==> config.mk <==
export PLATFORM = sky130hd
export DESIGN_NAME = rhht_slot_ram
export DESIGN_NICKNAME = d
export VERILOG_FILES = /design/src/rhht_pkg.sv /design/src/rhht_slot_ram.sv
export SDC_FILE = /design/constraint.sdc
export NUM_CORES = 2
export LEC_CHECK = 0
export ABC_CLOCK_PERIOD_IN_PS = 5750
export BUFFER_PORTS_ARGS = -buffer_cell sky130_fd_sc_hd__buf_2
export CORE_ASPECT_RATIO = 0.5
export CORE_MARGIN = 1
export CORE_UTILIZATION = 45
export DETAILED_ROUTE_END_ITERATION = 16
export REMOVE_ABC_BUFFERS = 1
export SLEW_MARGIN = 15
export SYNTH_ARGS = -nofsm -noshare
export SYNTH_HDL_FRONTEND = slang
export SYNTH_MEMORY_MAX_BITS = 65536
export SYNTH_SLANG_ARGS = --single-unit
==> constraint.sdc <==
create_clock -name aclk -period 5.75 [get_ports aclk]
set_input_delay 0.2875 -clock aclk [delete_from_list [all_inputs] [get_ports aclk]]
set_output_delay 0.2875 -clock aclk [all_outputs]
set_load 0.01 [all_outputs]
==> src/rhht_pkg.sv <==
// Shared types and constants for the Robin Hood hash table unit.
package rhht_pkg;

    localparam int DEF_SLOTS      = 64;
    localparam int DEF_ENTRY_BITS = 8;

    localparam int KEY_W    = 64;
    localparam int ID_W     = 8;
    localparam int LIMIT_W  = 7;
    localparam int STATUS_W = 3;

    localparam logic OP_LOOKUP = 1'b0;
    localparam logic OP_INSERT = 1'b1;

    typedef enum logic [STATUS_W-1:0] {
        ST_INSERTED  = 3'd0,
        ST_FOUND     = 3'd1,
        ST_NOT_FOUND = 3'd2,
        ST_DUPLICATE = 3'd3,
        ST_FULL      = 3'd4
    } status_t;

    typedef enum logic [2:0] {
        S_CLEAR,
        S_IDLE,
        S_LOOK,
        S_PLACE,
        S_OUT
    } state_t;

endpackage

==> src/rhht_slot_ram.sv <==
// Slot memory: one write port, one read port with registered read data.
module rhht_slot_ram
    import rhht_pkg::*;
#(
    parameter int ADDR_W = 6,
    parameter int DATA_W = 73
) (
    input  logic              aclk,
    input  logic              wr_en,
    input  logic [ADDR_W-1:0] wr_addr,
    input  logic [DATA_W-1:0] wr_data,
    input  logic [ADDR_W-1:0] rd_addr,
    output logic [DATA_W-1:0] rd_data
);

    localparam int DEPTH = 1 << ADDR_W;

    logic [DATA_W-1:0] mem [DEPTH];
    logic [DATA_W-1:0] rd_data_reg;

    always_ff @(posedge aclk) begin
        if (wr_en) begin
            mem[wr_addr] <= wr_data;
        end
        rd_data_reg <= mem[rd_addr];
    end

    assign rd_data = rd_data_reg;

endmodule

==> flow_summary.json <==
{
  "clk_latency_ns": 0.99,
  "fin_util": 0.511,
  "antenna_found_initial": 28,
  "rsz0062_at_grt": "false",
  "gr-usage-met2": 0.375,
  "layout_common_cells": "edfxtp_1 (4,672), mux4_2 (1,109), clkbuf_16 (423), o22ai_1 (385), buf_4 (205)",
  "drt-pass1-iter-count": 5,
  "syn_inst": 7585,
  "synth_area_leaders": "edfxtp_1 (79%), mux4_2 (14%), o22ai_1 (1.4%), dfxtp_1 (0.82%), mux2i_1 (0.76%)",
  "synth_top_cell_area_share": 0.790,
  "cts_resized": 0,
  "fin_nets": 8085,
  "slowest_delay_ns": 0.90,
  "clk_pin_slew_ns": 0.06,
  "crit_required_ns": 6.63,
  "synth_fa_ha_area_frac": 0,
  "post_cts_buffers": 0,
  "vias": 86200,
  "power.density_nw_per_um2": 350,
  "hpwl_um": 265000,
  "path_cells": "buf_8 > buf_4 > nor2_4 > nand2_4 > buf_4 > o22ai_1 > nor4_1 > o22a_1",
  "hold_viol": 0,
  "min-delay-start": "wr_data[16]",
  "setup.worst_path.class": "input pin to flop",
  "avgSynthCellArea_um2": 23.4,
  "crit_start": "rd_addr[2]",
  "synth.mux.area_fraction": 0.148,
  "syn_area_um2": 178000,
  "final_common_cell": "edfxtp_1",
  "status": "complete, no violations",
  "slew-limit-headroom": 0.205,
  "fmax_ghz": 0.308,
  "synth-seq-cells": 4745,
  "grt_max_degree": 91,
  "use_met3": 0.0390,
  "timing.rr.start": "mem[46][61]",
  "cts_tree": "done",
  "drtIter0Drc": 11300,
  "cp-end-kind": "flop",
  "area_growth_pct": 12.5,
  "portBuffers": 159,
  "start_kind": "input pin",
  "timing.final.crit_share": 0.564,
  "p_leak_nw": 61.4,
  "synth-compound-area-share": 0.0278,
  "coreArea_um2": 391000,
  "wl_um": 484000,
  "use_met1": 0.360,
  "initial_core_util": 0.454,
  "grt_usage": 0.241,
  "ctsHtreeMaxLevel": 5,
  "ioPinCount": 160,
  "design_area_um2": 200000,
  "cp_top_family": "buffers and inverters",
  "synth_top_family_by_area": "multiplexers",
  "crit_buf_inv": 3,
  "hold_path_class": "input pin to flop",
  "ys_types": 39,
  "period_minus_slack_ns": 3.25,
  "via_per_inst": 6.33,
  "die_area_um2": 397000,
  "crit_path_frequent_cell": "buf_4",
  "gp_congestion": 0.784,
  "ant_nets": 0,
  "vdd_drop_max_uv": 257,
  "drv_slew": 0,
  "synth_xor_area_frac": 0,
  "setup-violations-final": 0,
  "synthSimpleGateAreaFrac": 0.0128,
  "yosys_warnings": 0,
  "max_cap_violations": 0,
  "power_mw": 70.0,
  "drcViolationCount": 0,
  "rows": 162,
  "whs_ns": 0.0572,
  "drive_above_1_share": 0.265,
  "critical_path.max_fanout": 52,
  "grt_busiest_layer": "met2",
  "place_area_um2": 186000,
  "worstMarginPinSlew_ns": 1.19,
  "grt_pass1_wl_um": 675000,
  "cts_buffers": 416,
  "worst_clock_skew_ns": 0.0620,
  "fp.dieH_um": 446,
  "grt_pass1_vias": 84200,
  "yosysTopAreaCell": "edfxtp_1",
  "worstPathArrival_ns": 4.12,
  "largest_reg_flops": 4672,
  "cts_sinks": 4745,
  "crit_path_top_delay_cell": "nor4_1",
  "cts_max_path_buffers": 4,
  "ys_seq_area_frac": 0.798,
  "tns_ns": 0,
  "root_buffer": "clkbuf_16",
  "wl_per_cell_um": 35.6,
  "gr-total-overflow": 0,
  "die_x_um": 890
}
[metal layers]
metal  routed length (um)  vias to the layer above
met5                   50                        -
met4                12600                       10
li1                     -                    33600
met3                42700                      676
met1               204000                    47600
met2               225000                     4269
[timing repair]
action	CTS	global route
hold endpoints to repair	274	191
setup endpoints to repair	0	0
hold buffers	10	4
[report_power, final]
group / total (mW) / switching (mW) / internal (mW) / leakage (nW)
clock network: 28.3 / 12.6 / 15.8 / 6.63
logic: 3.20 / 2.05 / 1.16 / 12.1
registers: 38.4 / 0.158 / 38.3 / 42.6
[cell type report]
type,count,area [um2]
fillers,30400,191000
clock buffers,566,11400
repair buffers,434,3700
clock inverters,200,2130
well taps,5248,6570
flip-flops and latches,4745,142000
inverters,1,6.26
multi-input cells,2400,34200
diodes,9,22.5
[cells in the mapped netlist (all sizes together)]
cell and n:
nor4 59, clkbuf 214, nand4b 1, o211a 13
o22ai 385, a22oi 69, nand2 31, o21ai 15
and2b 1, nor2b 91, mux2i 135, mux2 2
nand2b 9, a31oi 14, nor2 89, dfxtp 73
and2 3, nor3 106, inv 1, a21oi 19
or3 1, o221a 1, nand3 35, edfxtp 4672
mux4 1109, a211oi 114, buf 225, or2 6
or3b 1, nand4 2, nand3b 2, o22a 59
a311oi 1, o221ai 27
[final timing paths]
path / to / slack (ns) / cells after the start
setup / recovery: rd_data[40] / 2.50 / 8
setup reg to reg: rd_data[61] / 3.69 / 4
hold reg to reg: rd_data[55] / 0.78 / 5
hold / removal: mem[49][16] / 0.06 / 1
[stage by stage]
| stage | setup WS [ns] | std cells |
|---|---|---|
| finish | 2.50 | 13600 |
| global route | 2.61 | 13600 |
| floorplan | -0.429 | 7146 |
| CTS | 2.67 | 13600 |
| detailed placement | 1.74 | 12800 |
| global placement | 1.80 | 12800 |
[cells by family (layout without fill, tap and decap cells)]
logic type	after synthesis	after routing
AO/OA/AOI/OAI	717	717
flip-flops	4745	4745
AND/OR/NAND/NOR	437	437
other	0	9
multiplexers	1246	1246
buffers and inverters	440	1201
(Power assumes the default switching activity.)
